File: src/hdl/tce_pkg.sv
package tce_pkg;

	// Fixed-point format
	localparam int ALPHA_FRAC_BITS = 16;
	localparam int EXTRA_FRAC_BITS = 8;

	// Port widths
	localparam int SAMPLE_W   = 16;
	localparam int TIME_W     = 64;
	localparam int CFG_W      = 32;
	localparam int REG_IDX_W  = 1;

	// Internal widths
	localparam int AVG_W      = SAMPLE_W + EXTRA_FRAC_BITS;
	localparam int DIFF_W     = AVG_W + 1;
	localparam int INT_W      = 4;                        // integer part of dt/tau, below 16
	localparam int QUO_W      = ALPHA_FRAC_BITS + INT_W;
	localparam int ALPHA_W    = ALPHA_FRAC_BITS + 1;
	localparam int REM_W      = CFG_W;
	localparam int G_W        = 33;                       // Q0.32 up to 1.0
	localparam int Y_W        = 34;                       // Q2.32, below e
	localparam int OP_W       = 33;                       // multiplier operand, signed
	localparam int MULT_W     = 2 * OP_W;
	localparam int PROD_W     = 65;
	localparam int E_SUM_W    = 35;
	localparam int E_VAL_W    = E_SUM_W - (32 - ALPHA_FRAC_BITS);
	localparam int EXP_STEPS  = 32;
	localparam int NUM_INT    = 16;
	localparam int CNT_W      = $clog2(EXP_STEPS);

	localparam logic [G_W-1:0]     ONE_Q32   = G_W'(64'h1_0000_0000);
	localparam logic [ALPHA_W-1:0] ONE_ALPHA = ALPHA_W'(1) << ALPHA_FRAC_BITS;
	localparam logic [E_SUM_W-1:0] E_ROUND   = E_SUM_W'(1) << (31 - ALPHA_FRAC_BITS);
	localparam logic [31:0]        LN2_Q32   = 32'd2977044472;

	// Register reset values
	localparam logic [CFG_W-1:0] TAU_RESET        = 32'd30000000;
	localparam logic [CFG_W-1:0] MIN_UPDATE_RESET = 32'd200000;

	typedef enum logic [REG_IDX_W-1:0] {
		REG_TAU        = 1'b0,
		REG_MIN_UPDATE = 1'b1
	} reg_idx_t;

	typedef enum logic [1:0] {
		STAT_LOADED  = 2'd0,
		STAT_HELD    = 2'd1,
		STAT_UPDATED = 2'd2
	} status_t;

	typedef enum logic [3:0] {
		ST_IDLE,
		ST_DT,
		ST_CHK,
		ST_DIV,
		ST_XINIT,
		ST_EXP,
		ST_EMUL,
		ST_ALPHA,
		ST_UMUL,
		ST_UPD,
		ST_FIN
	} state_t;

	typedef enum logic [1:0] {
		OP_NONE,
		OP_DIV,
		OP_EXP,
		OP_MUL
	} unit_op_t;

	typedef struct packed {
		state_t           state;
		logic [CNT_W-1:0] cnt;
	} ctl_t;

	typedef struct packed {
		logic first;
		logic too_soon;
		logic alpha_one;
		logic out_free;
	} flags_t;

	typedef struct packed {
		unit_op_t         op;
		logic [REM_W-1:0] rem;
		logic             qmsb;
		logic [CFG_W-1:0] tau;
		logic [G_W-1:0]   g;
		logic [Y_W-1:0]   y;
		logic [CNT_W-1:0] k;
		logic [OP_W-1:0]  ma;
		logic [OP_W-1:0]  mb;
	} unit_in_t;

	typedef struct packed {
		logic              ge;
		logic [G_W-1:0]    sub_res;
		logic [Y_W-1:0]    y_nxt;
		logic [MULT_W-1:0] prod;
	} unit_out_t;

	typedef logic [EXP_STEPS-1:0][31:0] ln_tab_t;
	typedef logic [NUM_INT-1:0][31:0]   exp_tab_t;

	// ln(1 + 2^-k) in Q0.32, from a Q0.60 series
	function automatic ln_tab_t build_ln_tab();
		ln_tab_t     tab;
		logic [63:0] s;
		logic [63:0] term;
		logic [63:0] rnd;
		int          k;
		int          n;
		tab = '0;
		for (k = 0; k < EXP_STEPS; k++) begin
			if (k == 0) begin
				tab[k] = LN2_Q32;
			end else begin
				s = '0;
				for (n = 1; n * k < 60; n++) begin
					term = (64'd1 << (60 - n * k)) / 64'(n);
					if ((n & 1) == 1)
						s = s + term;
					else
						s = s - term;
				end
				rnd = (s + (64'd1 << 27)) >> 28;
				tab[k] = rnd[31:0];
			end
		end
		return tab;
	endfunction

	// exp(-n) in Q0.32 for n = 1..16, entry n-1
	function automatic exp_tab_t build_exp_tab();
		exp_tab_t    tab;
		logic [63:0] term;
		logic [63:0] s;
		logic [63:0] e1;
		logic [63:0] r;
		int          j;
		term = 64'd1 << 60;
		s = term;
		for (j = 1; j <= 20; j++) begin
			term = term / 64'(j);
			if ((j & 1) == 1)
				s = s - term;
			else
				s = s + term;
		end
		e1 = (s + (64'd1 << 27)) >> 28;
		r = e1;
		tab[0] = r[31:0];
		for (j = 1; j < NUM_INT; j++) begin
			r = (r * e1 + (64'd1 << 31)) >> 32;
			tab[j] = r[31:0];
		end
		return tab;
	endfunction

	localparam ln_tab_t  LN_TAB  = build_ln_tab();
	localparam exp_tab_t EXP_TAB = build_exp_tab();

endpackage

File: src/hdl/tce_unit.sv
// Shared arithmetic unit: one compare-subtract (divide step or log-table step),
// the y accumulate of the exponential, and one signed multiplier.
module tce_unit (
	input  tce_pkg::unit_in_t  u_in,
	output tce_pkg::unit_out_t u_out
);
	import tce_pkg::*;

	logic [G_W-1:0]   sub_a;
	logic [CFG_W-1:0] sub_b;
	logic [G_W:0]     sub_diff;
	logic             ge;

	// operand select for the shared subtractor
	always_comb begin
		unique case (u_in.op)
			OP_DIV: begin
				sub_a = {u_in.rem, u_in.qmsb};
				sub_b = u_in.tau;
			end
			OP_EXP: begin
				sub_a = u_in.g;
				sub_b = LN_TAB[u_in.k];
			end
			default: begin
				sub_a = '0;
				sub_b = '0;
			end
		endcase
	end

	// compare and conditional subtract
	assign sub_diff = {1'b0, sub_a} - (G_W + 1)'(sub_b);
	assign ge       = ~sub_diff[G_W];

	always_comb begin
		u_out.ge      = ge;
		u_out.sub_res = ge ? sub_diff[G_W-1:0] : sub_a;
		u_out.y_nxt   = u_in.y + (u_in.y >> u_in.k);
		u_out.prod    = MULT_W'($signed(u_in.ma) * $signed(u_in.mb));
	end

endmodule

File: config.mk
export PLATFORM = sky130hd
export DESIGN_NAME = tce_unit
export DESIGN_NICKNAME = d
export VERILOG_FILES = /design/src/hdl/tce_pkg.sv /design/src/hdl/tce_unit.sv
export SDC_FILE = /design/constraint.sdc
export NUM_CORES = 2
export LEC_CHECK = 0
export ABC_CLOCK_PERIOD_IN_PS = 9400
export BUFFER_PORTS_ARGS = -buffer_cell sky130_fd_sc_hd__buf_2
export CORE_UTILIZATION = 65
export DETAILED_ROUTE_END_ITERATION = 7
export PLACE_DENSITY = 0.93
export SETUP_SLACK_MARGIN = 0.2
export SYNTH_ARGS = -nofsm -noshare
export SYNTH_HDL_FRONTEND = slang
export SYNTH_SLANG_ARGS = --single-unit
File: constraint.sdc
create_clock -name vclk -period 9.4
set_clock_uncertainty 0.15 [all_clocks]
set_input_delay 0.47 -clock vclk [all_inputs]
set_output_delay 0.47 -clock vclk [all_outputs]
set_load 0.02 [all_outputs]
==> reports/qor.csv <==
metric,value,unit
status,finished with violations,
violations,design-rule violations,
fp.dieW,267,um
grt_start_max_net_pins,68,
fmaxAchievable,0.109,GHz
synth_warnings,0,
grt.total_usage,41.2,%
final_cells,6350,
initial_core_util,66.0,%
io_buffers,339,
drt.antenna.violating_nets,0,
start_kind,input pin,
syn_to_final_growth,6.44,%
synth_compound_area_share,8.23,%
antenna_found_initial,16,
grtUsageMet2,66.2,%
use_met1,47.6,%
cp-end-kind,output pin,
avgRoutedWirePerCell,22.3,um
synth_area,45500,um2
clkbuf_count,0,
whs,1170,ps
setup_viol,0,
synth_common_cells,"1179 x inv_1, 1147 x fa_1, 688 x nand2_1",
synth_xor_area_share,2.46,%
grt_pass1_vias,42900,
slew_headroom,33.9,%
yosys.area_share.adder,58.5,%
routed_wl,142000,um
slew_violations,0,
grt_busiest_layer,met2,
synthTopCellsByArea,"fa_1 50%, inv_1 9.7%, ha_1 8.0%",
required,8780,ps
place_area,48000,um2
grt_use_met3,11.4,%
io_pins,339,
hold_class,in2out,
max_cap_viol_count,0,
regArea,0,um2
drt_iter0_markers,4164,
path_max_fanout,19,
drive_gt1_share,10.1,%
cts_hold_buf,0,
dp_cells,6323,
dp_hpwl,115000,um
drt_pre_antenna_iters,8,
hold_depth,3,
rows,96,
nFillCells,4789,
dr_total_vias,39000,
syn_nets,6886,
synth_top_area_share,50.5,%
synthCells,5244,
period_needed,9190,ps
drc,11,
dp_slack,-244,ps
chipHeight,267,um
die_area,71000,um2
flops_and_latches,0,
synth.most_common_cell,inv_1,
coreArea,68900,um2
viasPerCell,6.14,
cp.arrival,8570,ps
grt_pass1_wl,225000,um
gr-total-overflow,0,
critPathKind,in2out,
hold_viol_final,0,
synth-seq-area-share,0,%
synth.mux.area_fraction,1.69,%
synth_simple_gate_area_share,17.1,%
synth_area_per_cell,8.67,um2
synth_top_family_by_area,adder cells,
final_nets,7051,
worst_pin_slew,987,ps
gp_congestion,1.02,
yosysUniqueCellTypes,79,
design_area,48400,um2
synth_top_area_cell,fa_1,
period_share,97.8,%
layout_setup_ws,210,ps
rsz0062_at_grt,false,
-- worst paths after layout --
path / startpoint / to / slack (ps)
worst max-delay path: u_in[65] / u_out[65] / 210
worst min-delay path: u_in[71] / u_out[66] / 1170
-- per-layer routing --
layer,part of all wire (%),vias up
li1,-,16000
met1,32,19100
met2,48,2901
met3,12,983
met4,8.6,10
met5,0.047,-
-- metrics by stage --
stage / TNS [ps] / utilization [%]
2_1_floorplan: 0 / -
3_3_place_gp: -108 / 69.6
3_5_place_dp: -906 / 69.6
4_1_cts: 0 / 69.7
5_1_grt: 0 / 70.2
6_report: 0 / 70.2
-- area by class of cell --
class / instances / area, um2 / area share [%]
Antenna cell: 12 / 30.0 / 0.0620
Inverter: 1181 / 4440 / 9.16
Multi-Input combinational cell: 3782 / 40200 / 83.0
Tap cell: 931 / 1160 / 2.41
Timing Repair Buffer: 444 / 2620 / 5.41
-- what timing repair did --
| action | CTS | global route |
|---|---|---|
| pin swaps | 0 | 16 |
| endpoints found under the setup margin | 16 | 18 |
| gates resized for setup | 28 | 56 |
| endpoints found under the hold margin | 0 | 0 |
| setup buffers | 5 | 10 |
-- logic make-up (layout without fill, tap and decap cells) --
group,after synthesis,count (layout)
xor+xnor,128,128
mux,57,57
other cells,0,12
compound gates,562,562
buf+inv,1462,1625
fa+ha+maj,1437,1437
simple gates,1598,1598
-- critical path, stage by stage --
cell	delay [ps]
clkbuf_4	210
buf_8	220
nand2_1	180
fa_1	820
fa_2	530
buf_12	170
fa_1	480
inv_1	60
fa_1	490
fa_1	640
fa_1	480
fa_1	670
inv_1	90
fa_1	500
inv_1	70
ha_1	330
a21o_1	250
a21o_1	180
a21o_1	210
nand3_1	100
a21oi_1	70
or4_4	510
a31oi_4	170
o41ai_4	120
a21oi_2	180
xnor2_1	160
buf_4	180
-- layout by cell type, fill, tap and decap left out, drive strengths merged, types with 18 or more instances in the layout --
cell and instances:
inv 1178, fa 1147, nand2 688, and2 535, buf 428, ha 290
nor2 192, a21oi 170, xnor2 99, o21ai 88, a21o 75, a22oi 44
nand3 30, xor2 29, a211oi 29, nand2b 26, mux2i 25, o21a 24
nor2b 24, nor3 23, or2 22, nand4 19, o211ai 18, mux2 18
Power is not shown: default switching activity piles up to over one toggle a cycle in this logic, so the estimate is an artifact.
