[src/hdl/tce_pkg.sv]
package tce_pkg;

	// Fixed-point format
	localparam int ALPHA_FRAC_BITS = 16;
	localparam int EXTRA_FRAC_BITS = 8;

	// Port widths
	localparam int SAMPLE_W   = 16;
	localparam int TIME_W     = 64;
	localparam int CFG_W      = 32;
	localparam int REG_IDX_W  = 1;

	// Internal widths
	localparam int AVG_W      = SAMPLE_W + EXTRA_FRAC_BITS;
	localparam int DIFF_W     = AVG_W + 1;
	localparam int INT_W      = 4;                        // integer part of dt/tau, below 16
	localparam int QUO_W      = ALPHA_FRAC_BITS + INT_W;
	localparam int ALPHA_W    = ALPHA_FRAC_BITS + 1;
	localparam int REM_W      = CFG_W;
	localparam int G_W        = 33;                       // Q0.32 up to 1.0
	localparam int Y_W        = 34;                       // Q2.32, below e
	localparam int OP_W       = 33;                       // multiplier operand, signed
	localparam int MULT_W     = 2 * OP_W;
	localparam int PROD_W     = 65;
	localparam int E_SUM_W    = 35;
	localparam int E_VAL_W    = E_SUM_W - (32 - ALPHA_FRAC_BITS);
	localparam int EXP_STEPS  = 32;
	localparam int NUM_INT    = 16;
	localparam int CNT_W      = $clog2(EXP_STEPS);

	localparam logic [G_W-1:0]     ONE_Q32   = G_W'(64'h1_0000_0000);
	localparam logic [ALPHA_W-1:0] ONE_ALPHA = ALPHA_W'(1) << ALPHA_FRAC_BITS;
	localparam logic [E_SUM_W-1:0] E_ROUND   = E_SUM_W'(1) << (31 - ALPHA_FRAC_BITS);
	localparam logic [31:0]        LN2_Q32   = 32'd2977044472;

	// Register reset values
	localparam logic [CFG_W-1:0] TAU_RESET        = 32'd30000000;
	localparam logic [CFG_W-1:0] MIN_UPDATE_RESET = 32'd200000;

	typedef enum logic [REG_IDX_W-1:0] {
		REG_TAU        = 1'b0,
		REG_MIN_UPDATE = 1'b1
	} reg_idx_t;

	typedef enum logic [1:0] {
		STAT_LOADED  = 2'd0,
		STAT_HELD    = 2'd1,
		STAT_UPDATED = 2'd2
	} status_t;

	typedef enum logic [3:0] {
		ST_IDLE,
		ST_DT,
		ST_CHK,
		ST_DIV,
		ST_XINIT,
		ST_EXP,
		ST_EMUL,
		ST_ALPHA,
		ST_UMUL,
		ST_UPD,
		ST_FIN
	} state_t;

	typedef enum logic [1:0] {
		OP_NONE,
		OP_DIV,
		OP_EXP,
		OP_MUL
	} unit_op_t;

	typedef struct packed {
		state_t           state;
		logic [CNT_W-1:0] cnt;
	} ctl_t;

	typedef struct packed {
		logic first;
		logic too_soon;
		logic alpha_one;
		logic out_free;
	} flags_t;

	typedef struct packed {
		unit_op_t         op;
		logic [REM_W-1:0] rem;
		logic             qmsb;
		logic [CFG_W-1:0] tau;
		logic [G_W-1:0]   g;
		logic [Y_W-1:0]   y;
		logic [CNT_W-1:0] k;
		logic [OP_W-1:0]  ma;
		logic [OP_W-1:0]  mb;
	} unit_in_t;

	typedef struct packed {
		logic              ge;
		logic [G_W-1:0]    sub_res;
		logic [Y_W-1:0]    y_nxt;
		logic [MULT_W-1:0] prod;
	} unit_out_t;

	typedef logic [EXP_STEPS-1:0][31:0] ln_tab_t;
	typedef logic [NUM_INT-1:0][31:0]   exp_tab_t;

	// ln(1 + 2^-k) in Q0.32, from a Q0.60 series
	function automatic ln_tab_t build_ln_tab();
		ln_tab_t     tab;
		logic [63:0] s;
		logic [63:0] term;
		logic [63:0] rnd;
		int          k;
		int          n;
		tab = '0;
		for (k = 0; k < EXP_STEPS; k++) begin
			if (k == 0) begin
				tab[k] = LN2_Q32;
			end else begin
				s = '0;
				for (n = 1; n * k < 60; n++) begin
					term = (64'd1 << (60 - n * k)) / 64'(n);
					if ((n & 1) == 1)
						s = s + term;
					else
						s = s - term;
				end
				rnd = (s + (64'd1 << 27)) >> 28;
				tab[k] = rnd[31:0];
			end
		end
		return tab;
	endfunction

	// exp(-n) in Q0.32 for n = 1..16, entry n-1
	function automatic exp_tab_t build_exp_tab();
		exp_tab_t    tab;
		logic [63:0] term;
		logic [63:0] s;
		logic [63:0] e1;
		logic [63:0] r;
		int          j;
		term = 64'd1 << 60;
		s = term;
		for (j = 1; j <= 20; j++) begin
			term = term / 64'(j);
			if ((j & 1) == 1)
				s = s - term;
			else
				s = s + term;
		end
		e1 = (s + (64'd1 << 27)) >> 28;
		r = e1;
		tab[0] = r[31:0];
		for (j = 1; j < NUM_INT; j++) begin
			r = (r * e1 + (64'd1 << 31)) >> 32;
			tab[j] = r[31:0];
		end
		return tab;
	endfunction

	localparam ln_tab_t  LN_TAB  = build_ln_tab();
	localparam exp_tab_t EXP_TAB = build_exp_tab();

endpackage

[src/hdl/tce_ctrl.sv]
// Sequencer: walks one word through delta time, throttle check and, as needed, divide,
// exponential and update, then waits for the output register.
module tce_ctrl (
	input  logic            clk,
	input  logic            arst_n,
	input  logic            in_valid,
	input  tce_pkg::flags_t flags,
	output logic            in_ready,
	output tce_pkg::ctl_t   ctl
);
	import tce_pkg::*;

	localparam logic [CNT_W-1:0] DIV_LAST = CNT_W'(QUO_W - 1);
	localparam logic [CNT_W-1:0] EXP_LAST = CNT_W'(EXP_STEPS - 1);

	state_t           state_q;
	state_t           state_d;
	logic [CNT_W-1:0] cnt_q;
	logic [CNT_W-1:0] cnt_d;

	always_ff @(posedge clk or negedge arst_n) begin
		if (!arst_n) begin
			state_q <= ST_IDLE;
			cnt_q   <= '0;
		end else begin
			state_q <= state_d;
			cnt_q   <= cnt_d;
		end
	end

	// next state and step count
	always_comb begin
		state_d = state_q;
		unique case (state_q)
			ST_IDLE:  if (in_valid) state_d = ST_DT;
			ST_DT:    state_d = ST_CHK;
			ST_CHK: begin
				if (flags.first || flags.too_soon)
					state_d = ST_FIN;
				else if (flags.alpha_one)
					state_d = ST_UMUL;
				else
					state_d = ST_DIV;
			end
			ST_DIV:   if (cnt_q == DIV_LAST) state_d = ST_XINIT;
			ST_XINIT: state_d = ST_EXP;
			ST_EXP:   if (cnt_q == EXP_LAST) state_d = ST_EMUL;
			ST_EMUL:  state_d = ST_ALPHA;
			ST_ALPHA: state_d = ST_UMUL;
			ST_UMUL:  state_d = ST_UPD;
			ST_UPD:   state_d = ST_FIN;
			ST_FIN:   if (flags.out_free) state_d = ST_IDLE;
			default:  state_d = ST_IDLE;
		endcase
		if ((state_q == ST_DIV || state_q == ST_EXP) && state_d == state_q)
			cnt_d = cnt_q + 1'b1;
		else
			cnt_d = '0;
	end

	// outputs
	always_comb begin
		in_ready  = (state_q == ST_IDLE);
		ctl.state = state_q;
		ctl.cnt   = cnt_q;
	end

endmodule

[config.mk]
export PLATFORM = sky130hd
export DESIGN_NAME = tce_ctrl
export DESIGN_NICKNAME = d
export VERILOG_FILES = /design/src/hdl/tce_pkg.sv /design/src/hdl/tce_ctrl.sv
export SDC_FILE = /design/constraint.sdc
export NUM_CORES = 1
export LEC_CHECK = 0
export BUFFER_PORTS_ARGS = -buffer_cell sky130_fd_sc_hd__buf_4
export CAP_MARGIN = 20
export CORE_AREA = 5 5 44 46
export CTS_BUF_LIST = sky130_fd_sc_hd__clkbuf_16
export CTS_CLUSTER_SIZE = 10
export DETAILED_ROUTE_END_ITERATION = 6
export DIE_AREA = 0 0 49 51
export REMOVE_ABC_BUFFERS = 1
export SYNTH_ARGS = -nofsm -noshare
export SYNTH_HDL_FRONTEND = slang
export SYNTH_SLANG_ARGS = --single-unit
[constraint.sdc]
create_clock -name clk -period 2.3 [get_ports clk]
set_input_delay 0.345 -clock clk [delete_from_list [all_inputs] [get_ports clk]]
set_output_delay 0.345 -clock clk [all_outputs]
set_load 0.1 [all_outputs]
==> results of run 1 <==
logic make-up (layout without fill, tap and decap cells):
group                      Yosys count  in the layout  share of synthesized area
AOI/OAI and AO/OA                   11             11                      0.150
adders and majority gates            2              2                     0.0453
DFF                                  9              9                      0.408
buffers and inverters                3             21                     0.0317
and+or+nand+nor                     26             26                      0.333
xor gates and xnor gates             2              2                     0.0318
routing by layer:
layer  up-vias  track usage
met3         4       0.0407
li1        230            -
met4         0       0.0942
met1       222        0.134
met5         -            0
met2        13        0.152
through the flow:
stage          TNS, ns  area, sq um   util
3_5_place_dp         0          674  0.458
2_1_floorplan    -1.91          534      -
4_1_cts              0          763  0.519
3_3_place_gp         0          674  0.458
6_report             0          763  0.519
5_1_grt              0          763  0.519
critical path: cells and delay by family, from the launching register on:
| kind | cells | cell delay, ns |
|---|---|---|
| AOI/OAI and AO/OA | 1 | 0.12 |
| adders and majority gates | 2 | 0.47 |
| DFF | 1 | 0.40 |
| and+or+nand+nor | 3 | 0.67 |
layout make-up:
class / instances / area (sq um)
fill: 136 / 708
multi-input combinational: 41 / 309
sequential: 9 / 225
timing repair buffer: 17 / 130
clock buffer: 3 / 75.1
tap: 16 / 20.0
clock inverter: 1 / 3.75
flip-flops by register name, summed over array words and instances (netlist names):
| name | count |
|---|---|
| state_q | 4 |
| cnt_q | 5 |
layout by cell type (no fill, tap or decap):
cell            n
a31oi_1         1
nor3b_1         4
nand2_1         2
and3_1          1
o221ai_1        1
or3_1           3
ha_1            2
nor2b_1         5
buf_4          16
and3b_1         1
nand4bb_4       1
dfrtp_1         9
nor4b_1         1
a21oi_2         1
dlygate4sd3_1   1
inv_1           1
o22ai_2         1
o31ai_1         1
nor3_1          3
nor4_1          1
clkbuf_16       3
nand3_1         1
xnor2_1         1
o21bai_1        1
a21oi_1         4
xor2_1          1
o221a_1         1
nand2b_1        3
power breakdown:
| part | switching (uW) | total [uW] | leakage, uW | internal, uW |
|---|---|---|---|---|
| Sequential | 73.8 | 266 | 0.000120 | 192 |
| Clock | 80.1 | 308 | 0.0000423 | 228 |
| Combinational | 416 | 577 | 0.000178 | 162 |
path summary, 6_finish.rpt:
path / startpoint / endpoint / slack, ns
max reg2reg: cnt_q[0] / cnt_q[1] / 0.55
max in group asynchronous: arst_n / state_q[2] / 1.69
min reg2reg: cnt_q[0] / cnt_q[0] / 0.51
min in group asynchronous: arst_n / cnt_q[0] / 0.47
max: cnt_q[0] / cnt_q[1] / 0.55
min: flags[0] / state_q[3] / 0.46
==> results.md, run 1 <==
- Clk_lat worst skew: 0.24 ns
- I/O pin count: 17
- Commonest cells post-synth: 9 x dfrtp_1, 5 x nor2b_1, 4 x a21oi_1, 4 x nor3b_1
- Design Power: 1150 uW
- Initial antenna violation count: 0
- Worst path arrival time: 1.89 ns
- CORE AREA: 1470 sq um
- Max Used Layer: met4
- Clk root buf: clkbuf_16
- Leak Pwr: 0.000340 uW
- Relative slew margins: 0.730
- VDD IR max: 1.39 mV
- Ys Warns: 0
- Max clock buf depth: 2
- CP Capture Type: register
- Worst setup SP type: register
- Synthesized flop and latch total: 9
- Worst reg-to-reg path cell count: 6
- Synth Instances: 53
- Die height: 51 microns
- GRT Total Usage: 0.110
- Met3 routed WL: 53 microns
- Post-CTS resize count: 0
- Final min period: 1.75 ns
- TritonCTS clock tree: built
- Hold Path Stages: 4
- 1st-pass router iterations: 3
- Met2 WL post-DR: 562 microns
- PortBufs: 16
- Synth area leaders: dfrtp_1 41%, nor2b_1 5.7%, nor3b_1 5.4%
- Power density cells: 1510 nW/um^2
- Sequential area share after synthesis: 0.408
- Placed cells: 82
- Crit-path cells: ha_1, and3_1, ha_1, nor3b_1, a21oi_2, nor3b_1
- Vias per cell: 5.39
- Post-Syn Area: 552 sq um
- Setup slack after layout: 0.552 ns
- Req. time, crit path: 2.44 ns
- Post-synth EDFFs: 0
- Worst Skew: 0.00376 ns
- Area growth from synthesis to layout: 38.3%
- Hold WS: 0.456 ns
- Number of buffers created by CTS: 3
- Hold WC Path Type: in -> reg
- Most frequent cell after synthesis: dfrtp_1
- Largest fanout on the critical path: 6
- Post-route DRC: 0
- Die area: 2500 sq um
- Post-CTS Hold Buffers: 1
- Initial core utilization: 0.375
- Status: finished clean
- Max Freq: 572 MHz
- Avg Cell Area, Syn: 10.4 sq um
- Fin cells: 87
- Dpl hpwl: 824 microns
- Worst setup path class: reg -> reg
- Width of the die: 49 microns
- Clock sink total: 9
- Biggest cell delay along the critical path: 0.40 ns
- CTS clk-pin slew, worst paths: 0.04 ns
- H-tree depth: 1
- # rows: 14
- ANT cells: 0
- Post-route clock period utilization: 0.760
- Vias in the first global route: 449
- Final number of hold-violating endpoints: 0
- Max-cap viol count: 0
- Asr flop ratio synth: 1.00
- Post-CTS Repair Setup Buffers: 0
- Worst slack at placement: 0.626 ns
- Nets: 81
- Largest net degree at the start of global routing: 15
- DRT met1 WL: 566 microns
- RSZ-0062 raised after global routing: no
- WL/cell: 14.0 microns
- Gpl congestion: 0.714
- Via Count: 469
- Final ANT Viol Nets: 0
- Yosys top cell area share: 0.408
- Slowest stage cell on the critical path: dfrtp_1
- First-pass GRT wire length: 2060 microns
- Main synth FF type: dfrtp_1
- # setup viols final: 0
- Slew @ Worst Pin: 0.405 ns
- Routed WL: 1220 microns
- Share of cells above drive strength 1: 0.310
- DR iter-0 viols: 8
- Final Max Tran Viols: 0
- Library cells used by synthesis: 27
- Grt ovf: 0
- Top cell type by total area after synthesis: dfrtp_1
No activity file was read; power rests on OpenSTA's default activity.
==> run 2: changes to the inputs <==
Clock period 2.3 ns to 1.6 ns, I/O delays scaled along.
==> results.md, run 2 (synthesis gave the netlist of run 1 again) <==
- Status: finished clean (unchanged)
- Width of the die: 49 microns (unchanged)
- Most frequent cells in the layout: 24 x buf_4, 9 x dfrtp_1, 5 x nor2b_1, 4 x a21oi_1 (was 16 x buf_4, 9 x dfrtp_1, 5 x nor2b_1, 4 x a21oi_1, 4 x nor3b_1)
- Largest net degree at the start of global routing: 12 (was 15)
- R2r startpoint: cnt_q[0] (unchanged)
- # rows: 14 (unchanged)
- Dpl hpwl: 989 microns (was 824 microns)
- Final ANT Viol Nets: 0 (unchanged)
- RSZ-0062 raised after global routing: no (unchanged)
- ANT cells: 0 (unchanged)
- Clock sink total: 9 (unchanged)
- Crit-path cells: ha_2, and3_1, ha_1, and3b_1, a21oi_1, o221ai_1 (was ha_1, and3_1, ha_1, nor3b_1, a21oi_2, nor3b_1)
- Final Instance Area: 841 sq um (was 763 sq um)
- Slowest stage cell on the critical path: dfrtp_1 (unchanged)
- Vias in the first global route: 474 (was 449)
- Clk_lat worst skew: 0.23 ns (was 0.24 ns)
- Power density cells: 2060 nW/um^2 (was 1510 nW/um^2)
- Max Freq: 655 MHz (was 572 MHz)
- Nets: 89 (was 81)
- 1st-pass router iterations: 3 (unchanged)
- Worst path arrival time: 1.61 ns (was 1.89 ns)
- WL/cell: 13.9 microns (was 14.0 microns)
- Placed cell area: 734 sq um (was 674 sq um)
- CP Capture Type: register (unchanged)
- Register name with the most flops: cnt_q (unchanged)
- Routed WL: 1320 microns (was 1220 microns)
- Largest registers: cnt_q x5, state_q x4 (unchanged)
- Relative slew margins: 0.753 (was 0.730)
- Worst Skew: 0.000890 ns (was 0.00376 ns)
- Delay-heaviest family, CP: adder cells (was simple AND/OR/NAND/NOR gates)
- GRT Total Usage: 0.114 (was 0.110)
- Worst reg-to-reg path cell count: 6 (unchanged)
- Worst setup path class: reg -> reg (unchanged)
- CTS clk-pin slew, worst paths: 0.04 ns (about the same)
- Min-delay src: flags[0] (unchanged)
- Reg2reg setup slack: 0.07 ns (was 0.55 ns)
- Die area: 2500 sq um (unchanged)
- Max clock buf depth: 2 (unchanged)
- Largest fanout on the critical path: 2 (was 6)
- Worst slack at placement: -0.0312 ns (was 0.626 ns)
- Final min period: 1.53 ns (was 1.75 ns)
- Number of buffers created by CTS: 3 (unchanged)
- Die height: 51 microns (unchanged)
- Share of cells above drive strength 1: 0.430 (was 0.310)
- Leak Pwr: 0.000383 uW (was 0.000340 uW)
- Hold Path Stages: 4 (unchanged)
- Hold WC Path Type: in -> reg (unchanged)
- Initial core utilization: 0.375 (unchanged)
- Gpl congestion: 0.657 (was 0.714)
- CORE AREA: 1470 sq um (unchanged)
- # setup viols final: 0 (unchanged)
- Initial antenna violation count: 0 (unchanged)
- WHS Endpoint: state_q[3] (unchanged)
- TritonCTS clock tree: built (unchanged)
- Biggest cell delay along the critical path: 0.38 ns (was 0.40 ns)
- H-tree depth: 1 (unchanged)
- Post-route clock period utilization: 0.954 (was 0.760)
- Clk root buf: clkbuf_16 (unchanged)
- Max-cap viol count: 0 (unchanged)
- Max reg flops: 5 (unchanged)
- FF-to-FF End: state_q[1] (was cnt_q[1])
- DR iter-0 viols: 5 (was 8)
- Worst path bufs/invs: 0 (unchanged)
- Slew @ Worst Pin: 0.370 ns (was 0.405 ns)
- Final Max Tran Viols: 0 (unchanged)
- Req. time, crit path: 1.68 ns (was 2.44 ns)
- I/O pin count: 17 (unchanged)
- Area growth from synthesis to layout: 52.4% (was 38.3%)
- First-pass GRT wire length: 2170 microns (was 2060 microns)
- Post-route DRC: 0 (unchanged)
- Vias per cell: 5.35 (was 5.39)
- Grt ovf: 0 (unchanged)
- Via Count: 508 (was 469)
- VDD IR max: 1.20 mV (was 1.39 mV)
- Leading cell type in the layout, fill and taps excluded: buf_4 (unchanged)
- PortBufs: 16 (unchanged)
- Setup slack after layout: 0.0735 ns (was 0.552 ns)
- Final number of hold-violating endpoints: 0 (unchanged)
- Worst setup SP type: register (unchanged)
run 2: cell count changes in the layout (fill, tap and decap cells not counted):
cell     change
ha_1         -1
nor3b_1      -2
nor3_2       +1
ha_2         +1
nor3b_2      +2
buf_4        +8
nor3_1       -1
run 2: area by class of cell:
| class | instances | area (sq um) |
|---|---|---|
| clock buffers | 3 | 75.1 |
| flip-flops and latches | 9 | 225 |
| repair buffers | 25 | 190 |
| fillers | 134 | 631 |
| well taps | 16 | 20.0 |
| clock inverters | 1 | 3.75 |
| multi-input cells | 41 | 327 |
run 2: what timing repair did:
action                                 in CTS  in global routing
gates resized for setup                     2                  2
endpoints found under the hold margin       9                  0
cloned                                      0                  0
buffers inserted                            0                  0
setup endpoints to repair                   2                  6
hold buffers                                1                  0
run 2: how the worst max path moves through the flow:
stage	depth (start not counted)	startpoint	endpoint	slack [ns]
2_1_floorplan	1	state_q[0]	in_ready	-2.50
3_3_place_gp	6	cnt_q[0]	cnt_q[1]	0.01
3_5_place_dp	6	cnt_q[0]	cnt_q[1]	-0.03
4_1_cts	6	cnt_q[0]	state_q[1]	0.03
5_1_grt	6	cnt_q[0]	cnt_q[0]	0.006
6_report	6	cnt_q[0]	state_q[1]	0.07
run 2: per-layer routing:
metal,GRT usage,wire length (microns),vias up
met5,0,0,-
met4,0.0807,23,0
met3,0.0262,47,2
met2,0.187,643,13
met1,0.132,602,244
li1,-,-,249
run 2: report_power, final:
part | switching (uW) | total (uW) | internal [uW]
clock network | 97.1 | 422 | 325
logic | 717 | 1010 | 292
registers | 26.1 | 303 | 277
run 2: tightest hold or removal path, stage by stage:
cell and delay, ns:
buf_4 0.08, nor2b_1 0.05, a21oi_1 0.12, o31ai_1 0.08
run 2: through the flow:
stage / cells / hold WS [ns] / power, uW / util / setup TNS (ns)
after floorplan: 50 / -0.0556 / 1010 / - / -6.83
after global placement: 90 / 0.0743 / 1280 / 0.499 / 0
after detailed placement: 90 / 0.0695 / 1290 / 0.499 / -0.0312
after CTS: 95 / 0.362 / 1730 / 0.566 / 0
after global routing: 95 / 0.391 / 1810 / 0.571 / 0
final: 95 / 0.380 / 1730 / 0.571 / 0
